[src/hdl/rtpacct_pkg.sv]
// Shared constants, codes and helper functions for the RTP packet accounting block.
`timescale 1ns / 1ps
package rtpacct_pkg;

    localparam int COUNTER_BITS = 48;
    localparam int OUT_CNT_W    = 48;

    localparam int S_DATA_W = 80;
    localparam int M_DATA_W = 320;

    localparam int PT_W       = 7;
    localparam int RATE_W     = 19;
    localparam int CFG_DATA_W = 19;
    localparam int SEQ_W      = 16;
    localparam int BYTES_W    = 16;
    localparam int TS_W       = 32;
    localparam int LOST_W     = 15;
    localparam int PTIME_W    = 62;
    localparam int NS_W       = 30;

    localparam logic [0:0] CFG_EXPECTED_PT = 1'd0;
    localparam logic [0:0] CFG_SAMPLE_RATE = 1'd1;

    localparam logic [PT_W-1:0]   PT_RESET   = 7'd96;
    localparam logic [RATE_W-1:0] RATE_RESET = 19'd48000;

    localparam logic [0:0] OP_PACKET = 1'b0;
    localparam logic [0:0] OP_CLEAR  = 1'b1;

    localparam logic [1:0] RTP_VERSION_OK = 2'd2;
    localparam logic [BYTES_W-1:0] MAX_PAYLOAD = 16'd1500;
    localparam logic [NS_W-1:0] NS_PER_S = 30'd1000000000;

    localparam logic [1:0] STATUS_ACCEPTED  = 2'd0;
    localparam logic [1:0] STATUS_MALFORMED = 2'd1;
    localparam logic [1:0] STATUS_CLEARED   = 2'd2;

    localparam logic [1:0] CLS_NONE     = 2'd0;
    localparam logic [1:0] CLS_IN_ORDER = 2'd1;
    localparam logic [1:0] CLS_GAP      = 2'd2;
    localparam logic [1:0] CLS_REORDER  = 2'd3;

    function automatic logic [COUNTER_BITS-1:0] sat_add(
        input logic [COUNTER_BITS-1:0] v,
        input logic [BYTES_W-1:0]      a
    );
        logic [COUNTER_BITS:0] s;
        s = {1'b0, v} + (COUNTER_BITS+1)'(a);
        return s[COUNTER_BITS] ? {COUNTER_BITS{1'b1}} : s[COUNTER_BITS-1:0];
    endfunction

    function automatic logic [OUT_CNT_W-1:0] cnt_out(input logic [COUNTER_BITS-1:0] v);
        logic [63:0] w;
        w = 64'(v);
        return w[OUT_CNT_W-1:0];
    endfunction

endpackage

[src/hdl/rtp_packet_accounting.sv]
// Top level of the RTP receive packet accounting block.
//
// Input stream: one beat per RTP header or clear command. s_tuser is the op
// (0 packet, 1 clear statistics). Output stream: one beat per input beat with
// the status in m_tuser and the per-packet results and counters in m_tdata.
// Configuration: cfg_we/cfg_index/cfg_wdata write the expected payload type
// (index 0) and the sample rate in Hz (index 1); write only while idle.
//
// Clear commands, malformed packets, the first timed packet and packets with
// sample rate 0 go from the accepting edge straight to the done state, which
// loads the output register once it is free. Packets that need a presentation
// time first pass the 32x30 multiply into the divider, the bit-serial divider
// and the capture of the quotient, then the output load.
// s_tready is high only in the idle state, so the block takes no new beat
// until the previous result has been loaded into the output register.
// The result sits in an output register, held while m_tready is low; a later
// result then waits in the done state until the held one is taken.
// Reset (aresetn low, synchronous) clears all counters, sequence and
// timestamp tracking and the connection flag, and restores the registers
// to payload type 96 and 48000 Hz.
`timescale 1ns / 1ps
module rtp_packet_accounting (
    input  logic                               aclk,
    input  logic                               aresetn,
    input  logic                               s_tvalid,
    output logic                               s_tready,
    // [1:0] rtp_version, [8:2] payload_type, [24:9] payload_bytes,
    // [40:25] sequence_number, [72:41] media_timestamp, [79:73] zero
    input  logic [rtpacct_pkg::S_DATA_W-1:0]   s_tdata,
    // [0] op
    input  logic                               s_tuser,
    output logic                               m_tvalid,
    input  logic                               m_tready,
    // [1:0] sequence_class, [16:2] lost_in_gap, [17] first_of_stream,
    // [79:18] presentation_time, [127:80] received_count, [175:128] lost_count,
    // [223:176] out_of_order_count, [271:224] malformed_count, [319:272] byte_count
    output logic [rtpacct_pkg::M_DATA_W-1:0]   m_tdata,
    // [1:0] status
    output logic [1:0]                         m_tuser,
    input  logic                               cfg_we,
    input  logic [0:0]                         cfg_index,
    input  logic [rtpacct_pkg::CFG_DATA_W-1:0] cfg_wdata
);
    import rtpacct_pkg::*;

    localparam logic [1:0] ST_IDLE = 2'd0;
    localparam logic [1:0] ST_MUL  = 2'd1;
    localparam logic [1:0] ST_DIV  = 2'd2;
    localparam logic [1:0] ST_DONE = 2'd3;

    logic [1:0]              state_reg, state_next;
    logic [PT_W-1:0]         exp_pt_reg;
    logic [RATE_W-1:0]       rate_reg;

    logic [SEQ_W-1:0]        last_seq_reg, last_seq_next;
    logic [COUNTER_BITS-1:0] rcv_reg, rcv_next;
    logic [COUNTER_BITS-1:0] lost_reg, lost_next;
    logic [COUNTER_BITS-1:0] ooo_reg, ooo_next;
    logic [COUNTER_BITS-1:0] bad_reg, bad_next;
    logic [COUNTER_BITS-1:0] bytes_reg, bytes_next;
    logic [TS_W-1:0]         base_ts_reg, base_ts_next;
    logic                    base_valid_reg, base_valid_next;
    logic                    connected_reg, connected_next;

    logic [1:0]              status_reg, status_next;
    logic [1:0]              cls_reg, cls_next;
    logic [LOST_W-1:0]       gap_reg, gap_next;
    logic                    first_reg, first_next;
    logic [PTIME_W-1:0]      ptime_reg, ptime_next;
    logic [TS_W-1:0]         delta_reg, delta_next;

    logic                    m_tvalid_reg, m_tvalid_next;
    logic [M_DATA_W-1:0]     m_tdata_reg, m_tdata_next;
    logic [1:0]              m_tuser_reg, m_tuser_next;

    logic [1:0]              in_ver;
    logic [PT_W-1:0]         in_pt;
    logic [BYTES_W-1:0]      in_bytes;
    logic [SEQ_W-1:0]        in_seq;
    logic [TS_W-1:0]         in_ts;
    logic [SEQ_W-1:0]        seq_diff;
    logic                    malformed;
    logic                    accept;
    logic                    out_free;

    logic                    div_start;
    logic                    div_done;
    logic [PTIME_W-1:0]      div_quotient;
    logic [PTIME_W-1:0]      product;

    assign in_ver   = s_tdata[1:0];
    assign in_pt    = s_tdata[8:2];
    assign in_bytes = s_tdata[24:9];
    assign in_seq   = s_tdata[40:25];
    assign in_ts    = s_tdata[72:41];

    assign s_tready = (state_reg == ST_IDLE);
    assign accept   = s_tvalid && s_tready;
    assign out_free = !m_tvalid_reg || m_tready;
    assign seq_diff = in_seq - (last_seq_reg + 1'b1);
    assign malformed = (in_ver != RTP_VERSION_OK) || (in_pt != exp_pt_reg) ||
                       (in_bytes == '0) || (in_bytes > MAX_PAYLOAD);

    assign product   = PTIME_W'(delta_reg) * PTIME_W'(NS_PER_S);
    assign div_start = (state_reg == ST_MUL);

    rtpacct_div u_div (
        .aclk     (aclk),
        .aresetn  (aresetn),
        .start    (div_start),
        .dividend (product),
        .divisor  (rate_reg),
        .done     (div_done),
        .quotient (div_quotient)
    );

    always_comb begin
        state_next      = state_reg;
        last_seq_next   = last_seq_reg;
        rcv_next        = rcv_reg;
        lost_next       = lost_reg;
        ooo_next        = ooo_reg;
        bad_next        = bad_reg;
        bytes_next      = bytes_reg;
        base_ts_next    = base_ts_reg;
        base_valid_next = base_valid_reg;
        connected_next  = connected_reg;
        status_next     = status_reg;
        cls_next        = cls_reg;
        gap_next        = gap_reg;
        first_next      = first_reg;
        ptime_next      = ptime_reg;
        delta_next      = delta_reg;
        m_tvalid_next   = m_tvalid_reg;
        m_tdata_next    = m_tdata_reg;
        m_tuser_next    = m_tuser_reg;

        if (m_tready) begin
            m_tvalid_next = 1'b0;
        end

        case (state_reg)
            ST_IDLE: begin
                if (accept) begin
                    state_next  = ST_DONE;
                    cls_next    = CLS_NONE;
                    gap_next    = '0;
                    first_next  = 1'b0;
                    ptime_next  = '0;
                    if (s_tuser == OP_CLEAR) begin
                        status_next     = STATUS_CLEARED;
                        last_seq_next   = '0;
                        rcv_next        = '0;
                        lost_next       = '0;
                        ooo_next        = '0;
                        bad_next        = '0;
                        bytes_next      = '0;
                        base_ts_next    = '0;
                        base_valid_next = 1'b0;
                    end else if (malformed) begin
                        status_next = STATUS_MALFORMED;
                        bad_next    = sat_add(bad_reg, BYTES_W'(1));
                    end else begin
                        status_next = STATUS_ACCEPTED;
                        if (!connected_reg) begin
                            connected_next = 1'b1;
                            first_next     = 1'b1;
                        end
                        if (rcv_reg != '0) begin
                            if (seq_diff == '0) begin
                                cls_next = CLS_IN_ORDER;
                            end else if (!seq_diff[SEQ_W-1]) begin
                                cls_next  = CLS_GAP;
                                gap_next  = seq_diff[LOST_W-1:0];
                                lost_next = sat_add(lost_reg, seq_diff);
                            end else begin
                                cls_next = CLS_REORDER;
                                ooo_next = sat_add(ooo_reg, BYTES_W'(1));
                            end
                        end
                        last_seq_next = in_seq;
                        rcv_next      = sat_add(rcv_reg, BYTES_W'(1));
                        bytes_next    = sat_add(bytes_reg, in_bytes);
                        if (rate_reg != '0) begin
                            if (base_valid_reg) begin
                                delta_next = in_ts - base_ts_reg;
                                state_next = ST_MUL;
                            end else begin
                                base_ts_next    = in_ts;
                                base_valid_next = 1'b1;
                            end
                        end
                    end
                end
            end
            ST_MUL: begin
                state_next = ST_DIV;
            end
            ST_DIV: begin
                if (div_done) begin
                    ptime_next = div_quotient;
                    state_next = ST_DONE;
                end
            end
            ST_DONE: begin
                if (out_free) begin
                    m_tvalid_next = 1'b1;
                    m_tuser_next  = status_reg;
                    m_tdata_next  = {cnt_out(bytes_reg), cnt_out(bad_reg), cnt_out(ooo_reg),
                                     cnt_out(lost_reg), cnt_out(rcv_reg), ptime_reg,
                                     first_reg, gap_reg, cls_reg};
                    state_next    = ST_IDLE;
                end
            end
            default: begin
                state_next = ST_IDLE;
            end
        endcase
    end

    always_ff @(posedge aclk) begin
        if (!aresetn) begin
            state_reg      <= ST_IDLE;
            exp_pt_reg     <= PT_RESET;
            rate_reg       <= RATE_RESET;
            last_seq_reg   <= '0;
            rcv_reg        <= '0;
            lost_reg       <= '0;
            ooo_reg        <= '0;
            bad_reg        <= '0;
            bytes_reg      <= '0;
            base_ts_reg    <= '0;
            base_valid_reg <= 1'b0;
            connected_reg  <= 1'b0;
            m_tvalid_reg   <= 1'b0;
        end else begin
            state_reg      <= state_next;
            last_seq_reg   <= last_seq_next;
            rcv_reg        <= rcv_next;
            lost_reg       <= lost_next;
            ooo_reg        <= ooo_next;
            bad_reg        <= bad_next;
            bytes_reg      <= bytes_next;
            base_ts_reg    <= base_ts_next;
            base_valid_reg <= base_valid_next;
            connected_reg  <= connected_next;
            m_tvalid_reg   <= m_tvalid_next;
            if (cfg_we) begin
                case (cfg_index)
                    CFG_EXPECTED_PT: exp_pt_reg <= cfg_wdata[PT_W-1:0];
                    CFG_SAMPLE_RATE: rate_reg   <= cfg_wdata[RATE_W-1:0];
                    default: begin
                    end
                endcase
            end
        end
        status_reg  <= status_next;
        cls_reg     <= cls_next;
        gap_reg     <= gap_next;
        first_reg   <= first_next;
        ptime_reg   <= ptime_next;
        delta_reg   <= delta_next;
        m_tdata_reg <= m_tdata_next;
        m_tuser_reg <= m_tuser_next;
    end

    assign m_tvalid = m_tvalid_reg;
    assign m_tdata  = m_tdata_reg;
    assign m_tuser  = m_tuser_reg;

endmodule

[src/hdl/rtpacct_div.sv]
// Radix-2 restoring divider, one quotient bit per cycle.
`timescale 1ns / 1ps
module rtpacct_div (
    input  logic                              aclk,
    input  logic                              aresetn,
    input  logic                              start,
    input  logic [rtpacct_pkg::PTIME_W-1:0]   dividend,
    input  logic [rtpacct_pkg::RATE_W-1:0]    divisor,
    output logic                              done,
    output logic [rtpacct_pkg::PTIME_W-1:0]   quotient
);
    import rtpacct_pkg::*;

    localparam int CNT_W = $clog2(PTIME_W);
    localparam logic [CNT_W-1:0] LAST_STEP = CNT_W'(PTIME_W - 1);

    logic                 busy_reg, busy_next;
    logic                 done_reg, done_next;
    logic [CNT_W-1:0]     cnt_reg, cnt_next;
    logic [PTIME_W-1:0]   quo_reg, quo_next;
    logic [RATE_W-1:0]    rem_reg, rem_next;
    logic [RATE_W-1:0]    dvs_reg, dvs_next;
    logic [RATE_W:0]      trial;
    logic                 fits;

    assign trial = {rem_reg, quo_reg[PTIME_W-1]};
    assign fits  = trial >= {1'b0, dvs_reg};

    always_comb begin
        busy_next = busy_reg;
        done_next = 1'b0;
        cnt_next  = cnt_reg;
        quo_next  = quo_reg;
        rem_next  = rem_reg;
        dvs_next  = dvs_reg;
        if (start) begin
            busy_next = 1'b1;
            cnt_next  = '0;
            quo_next  = dividend;
            rem_next  = '0;
            dvs_next  = divisor;
        end else if (busy_reg) begin
            rem_next = fits ? RATE_W'(trial - {1'b0, dvs_reg}) : trial[RATE_W-1:0];
            quo_next = {quo_reg[PTIME_W-2:0], fits};
            cnt_next = cnt_reg + 1'b1;
            if (cnt_reg == LAST_STEP) begin
                busy_next = 1'b0;
                done_next = 1'b1;
            end
        end
    end

    always_ff @(posedge aclk) begin
        if (!aresetn) begin
            busy_reg <= 1'b0;
            done_reg <= 1'b0;
        end else begin
            busy_reg <= busy_next;
            done_reg <= done_next;
        end
        cnt_reg <= cnt_next;
        quo_reg <= quo_next;
        rem_reg <= rem_next;
        dvs_reg <= dvs_next;
    end

    assign done     = done_reg;
    assign quotient = quo_reg;

endmodule

[config.mk]
export PLATFORM = sky130hd
export DESIGN_NAME = rtp_packet_accounting
export DESIGN_NICKNAME = d
export VERILOG_FILES = /design/src/hdl/rtpacct_pkg.sv /design/src/hdl/rtp_packet_accounting.sv /design/src/hdl/rtpacct_div.sv
export SDC_FILE = /design/constraint.sdc
export NUM_CORES = 2
export LEC_CHECK = 0
export ABC_AREA = 1
export BUFFER_PORTS_ARGS = -buffer_cell sky130_fd_sc_hd__buf_4
export CORE_MARGIN = 2
export CORE_UTILIZATION = 62
export CTS_CLUSTER_DIAMETER = 80
export CTS_CLUSTER_SIZE = 24
export DETAILED_ROUTE_END_ITERATION = 7
export PLACE_DENSITY = 0.87
export SLEW_MARGIN = 40
export SYNTH_ARGS = -nofsm -noshare
export SYNTH_HDL_FRONTEND = slang
export SYNTH_HIERARCHICAL = 1
export SYNTH_SLANG_ARGS = --single-unit
[constraint.sdc]
create_clock -name aclk -period 27.8 [get_ports aclk]
set_clock_uncertainty 0.15 [all_clocks]
set_input_delay 5.56 -clock aclk [delete_from_list [all_inputs] [get_ports aclk]]
set_output_delay 5.56 -clock aclk [all_outputs]
set_load 0.05 [all_outputs]
==> key figures <==
Status
  • Status: complete, no violations

Worst setup path
  • Arr. time, crit path: just over 10 ns
  • Worst setup startpoint: s_tdata[25]
  • Critical Path RT: 28.27 ns
  • Worst reg2reg path depth: 23
  • Nature of the critical path endpoint: register
  • Worst setup SP type: input port
  • Max FO, Critical Path: 31
  • R2r setup slk: 20.55 ns
  • Reg-to-Reg End: u_div/quotient[45]
  • Worst r2r src: delta_reg[5]
  • CP endpoint: lost_reg[7]
  • WS Path Type: input port to register

Placement
  • Placer Congestion: 0.982
  • Placed cell count: ~8600
  • DP Wirelength: about 130000 um
  • I/O Buffers: approximately 420

GRT
  • Vias in the first global route: around 47000
  • GRT Total Usage: 0.337
  • Initial antenna violation count: 7
  • Largest net degree at the start of global routing: about 120
  • First-pass GRT wire length: roughly 250000 um
  • Total gr overflow: 0

Synthesis
  • Number of synthesized flops with an enable pin: between 500 and 600
  • Cell Area, Synth: 58100 sq um
  • Post-synthesis cell type count: 61
  • Most area-consuming cells after synthesis: edfxtp_1 (27%), dfxtp_1 (12%), nand2_1 (12%)
  • Count leader, synth: nand2_1
  • Top_reg_cell synth: edfxtp_1
  • Flops & latches, synth: 863
  • Synth top area share: 0.267
  • Ys Warns: 6
  • Sequential-to-total area share from yosys stat: 0.386
  • FFs w/ async S/R, synth: 0
  • Synth cell count leaders: nand2_1 (1794), inv_1 (1106), nor2_1 (563), edfxtp_1 (517), a21oi_1 (465)
  • Synth area leader: edfxtp_1
  • Synthesized instance count: roughly 7000
  • Syn Area/Cell: 8.28 sq um

Power and ir drop
  • LEAKAGE: around 28 nW
  • Power Dens Cells: roughly 54 nW/um^2
  • VDD IR-drop max: 0.0549 mV

STA
  • Min Tclk post-route: a little under 10 ns
  • F_max: approximately 100 MHz
  • RSZ-0062 raised after global routing: no
  • Pins Over Slew Limit: 0
  • Hold Violations, Final: 0
  • Final setup viols: 0
  • Fin crit share: 0.349
  • Relative slew slack: 0.445
  • Worst Tran Pin Value: approximately 0.83 ns
  • Final setup TNS: 0 ns

Layout
  • Max reg flops: 320
  • Fin cells: ~8700
  • Area growth syn-to-layout: 10.3%
  • Filler cell count in the final layout: slightly below 8000
  • Layout cells sized above 1: 0.0896
  • Final net count: roughly 8200

CTS
  • Clock root buffer master: clkbuf_16
  • Clk_lat worst skew: about 0.69 ns
  • Clk buf depth: 3
  • Clock Sinks: roughly 860
  • Hold_buf cts: 0
  • CTS tree: done
  • CTS Buf Count: 49
  • Cts repair resizes: 0
  • Setup bufs post-CTS: 0
  • H-Tree Depth: 2
  • Worst-path clk slew: about 0.09 ns

Job
  • Max Cap Viol: 0

Floorplan
  • Horiz. Die Dim: between 300 and 400 um
  • Initial Utilization: 0.625
  • Total die area: between 90000 and 100000 sq um
  • # rows: about 110
  • Core Box Area: 93000 sq um
  • I/O pins: 430
  • Die height: 310 um

Routing
  • Remaining antenna violation count: 0
  • Via density: between 5 and 6
  • Vias post-DR: approximately 48000
  • Routed len/inst: between 15 and 20 um
  • DR DRC count: 0
  • Drt total wl: approximately 160000 um
  • DR iter-0 viols: roughly 4000
  • DR pass1 iterations: 6

Hold path
  • Hold/Removal Path Class: register to register
[cell usage in the layout, fill, tap and decap left out, types with 6 or more instances in the layout]
| master | instances |
|---|---|
| nand3_1 | 394 |
| nor3_1 | 124 |
| nand3b_1 | 32 |
| nand4_1 | 144 |
| nor4_1 | 38 |
| nand2_2 | 36 |
| o21ai_1 | 9 |
| o21bai_1 | 21 |
| nor3b_1 | 9 |
| buf_6 | 9 |
| o21a_1 | 7 |
| inv_8 | 6 |
| a21oi_1 | 463 |
| nand2_1 | 1794 |
| nand3_2 | 8 |
| fa_1 | 317 |
| edfxtp_1 | 517 |
| a21o_1 | 18 |
| conb_1 | 9 |
| clkbuf_16 | 53 |
| or2_2 | 24 |
| a31oi_1 | 27 |
| buf_4 | 439 |
| ha_1 | 370 |
| inv_2 | 14 |
| o21ai_0 | 159 |
| clkbuf_1 | 14 |
| xor2_1 | 143 |
| xnor2_1 | 61 |
| nor2_1 | 560 |
| a21oi_2 | 20 |
| diode_2 | 6 |
| inv_1 | 1102 |
| nor2_2 | 9 |
| and2_1 | 6 |
| dfxtp_1 | 346 |
| a21boi_0 | 15 |
[layer usage]
metal / share of wire / global-route usage / up-vias
met4: 0.050 / 0.155 / 2
li1: - / - / 23300
met3: 0.080 / 0.0614 / 378
met2: 0.46 / 0.544 / 1918
met5: 0.000098 / 0 / -
met1: 0.41 / 0.444 / 22800
[how the worst min path moves through the flow]
| stage | from | endpoint | slack, ns | depth (start not counted) |
|---|---|---|---|---|
| after floorplan | cls_reg[0] | m_tdata[0] | 0.25 | 0 |
| final | ptime_reg[31] | m_tdata[49] | 0.27 | 0 |
| after CTS | ptime_reg[31] | m_tdata[49] | 0.27 | 0 |
| after detailed placement | ptime_reg[19] | m_tdata[37] | 0.25 | 0 |
| after global routing | ptime_reg[41] | m_tdata[59] | 0.28 | 0 |
| after global placement | ptime_reg[30] | m_tdata[48] | 0.25 | 0 |
[logic make-up (layout without fill, tap and decap cells)]
family / count (synthesis) / count (layout) / synth area share
fa+ha+maj: 689 / 689 / 0.189
simple gates: 3201 / 3201 / 0.235
compound gates: 764 / 764 / 0.0714
other cells: 1 / 15 / 0.0000645
xor+xnor: 205 / 205 / 0.0310
buf+inv: 1299 / 1660 / 0.0868
flops: 863 / 863 / 0.386
[final cells by class]
type,count,area (sq um),area share
antenna,6,15.0,0.000234
clock buffer,67,1380,0.0215
clock inverter,20,282,0.00439
inverter,1122,4220,0.0659
multi-input combinational,4868,30700,0.479
sequential,863,22500,0.350
tap,1254,1570,0.0245
timing repair buffer,451,3460,0.0540
[power by group]
group / switching, mW / internal, mW
sequential: 0.0885 / 1.64
clock: 0.460 / 0.375
combinational: 0.663 / 0.221
total: 1.21 / 2.24
[per-stage QoR]
| step | setup slack [ns] | hold slack (ns) | power [mW] | util | instance area [sq um] |
|---|---|---|---|---|---|
| 6_report | 18.10 | 0.274 | 3.45 | 0.689 | 64100 |
| 5_1_grt | 17.79 | 0.280 | 3.60 | 0.689 | 64100 |
| 4_1_cts | 18.25 | 0.275 | 3.46 | 0.689 | 64100 |
| 3_5_place_dp | 17.47 | 0.255 | 2.63 | 0.671 | 62400 |
| 3_3_place_gp | 17.52 | 0.251 | 2.60 | 0.670 | 62300 |
| 2_1_floorplan | 5.54 | 0.250 | 2.41 | - | 58100 |
[critical path, cell delays in order]
cell and delay, ns:
buf_4 0.10, ha_1 0.22, inv_1 0.07, fa_1 0.40, inv_1 0.12, nand3_2 0.11
nand2_4 0.11, nand3_1 0.09, nand3_1 0.08, nand2_1 0.06, nand2_1 0.16, inv_1 0.11
ha_1 0.37, nand2_1 0.12, nor2_1 0.19, inv_1 0.06, o21bai_1 0.30, inv_1 0.12
nand2_2 0.18, nand3_1 0.57, buf_4 0.50, a21oi_1 0.20, nand3_1 0.13, a21oi_1 0.22
Power figures use the tool's default switching activity.
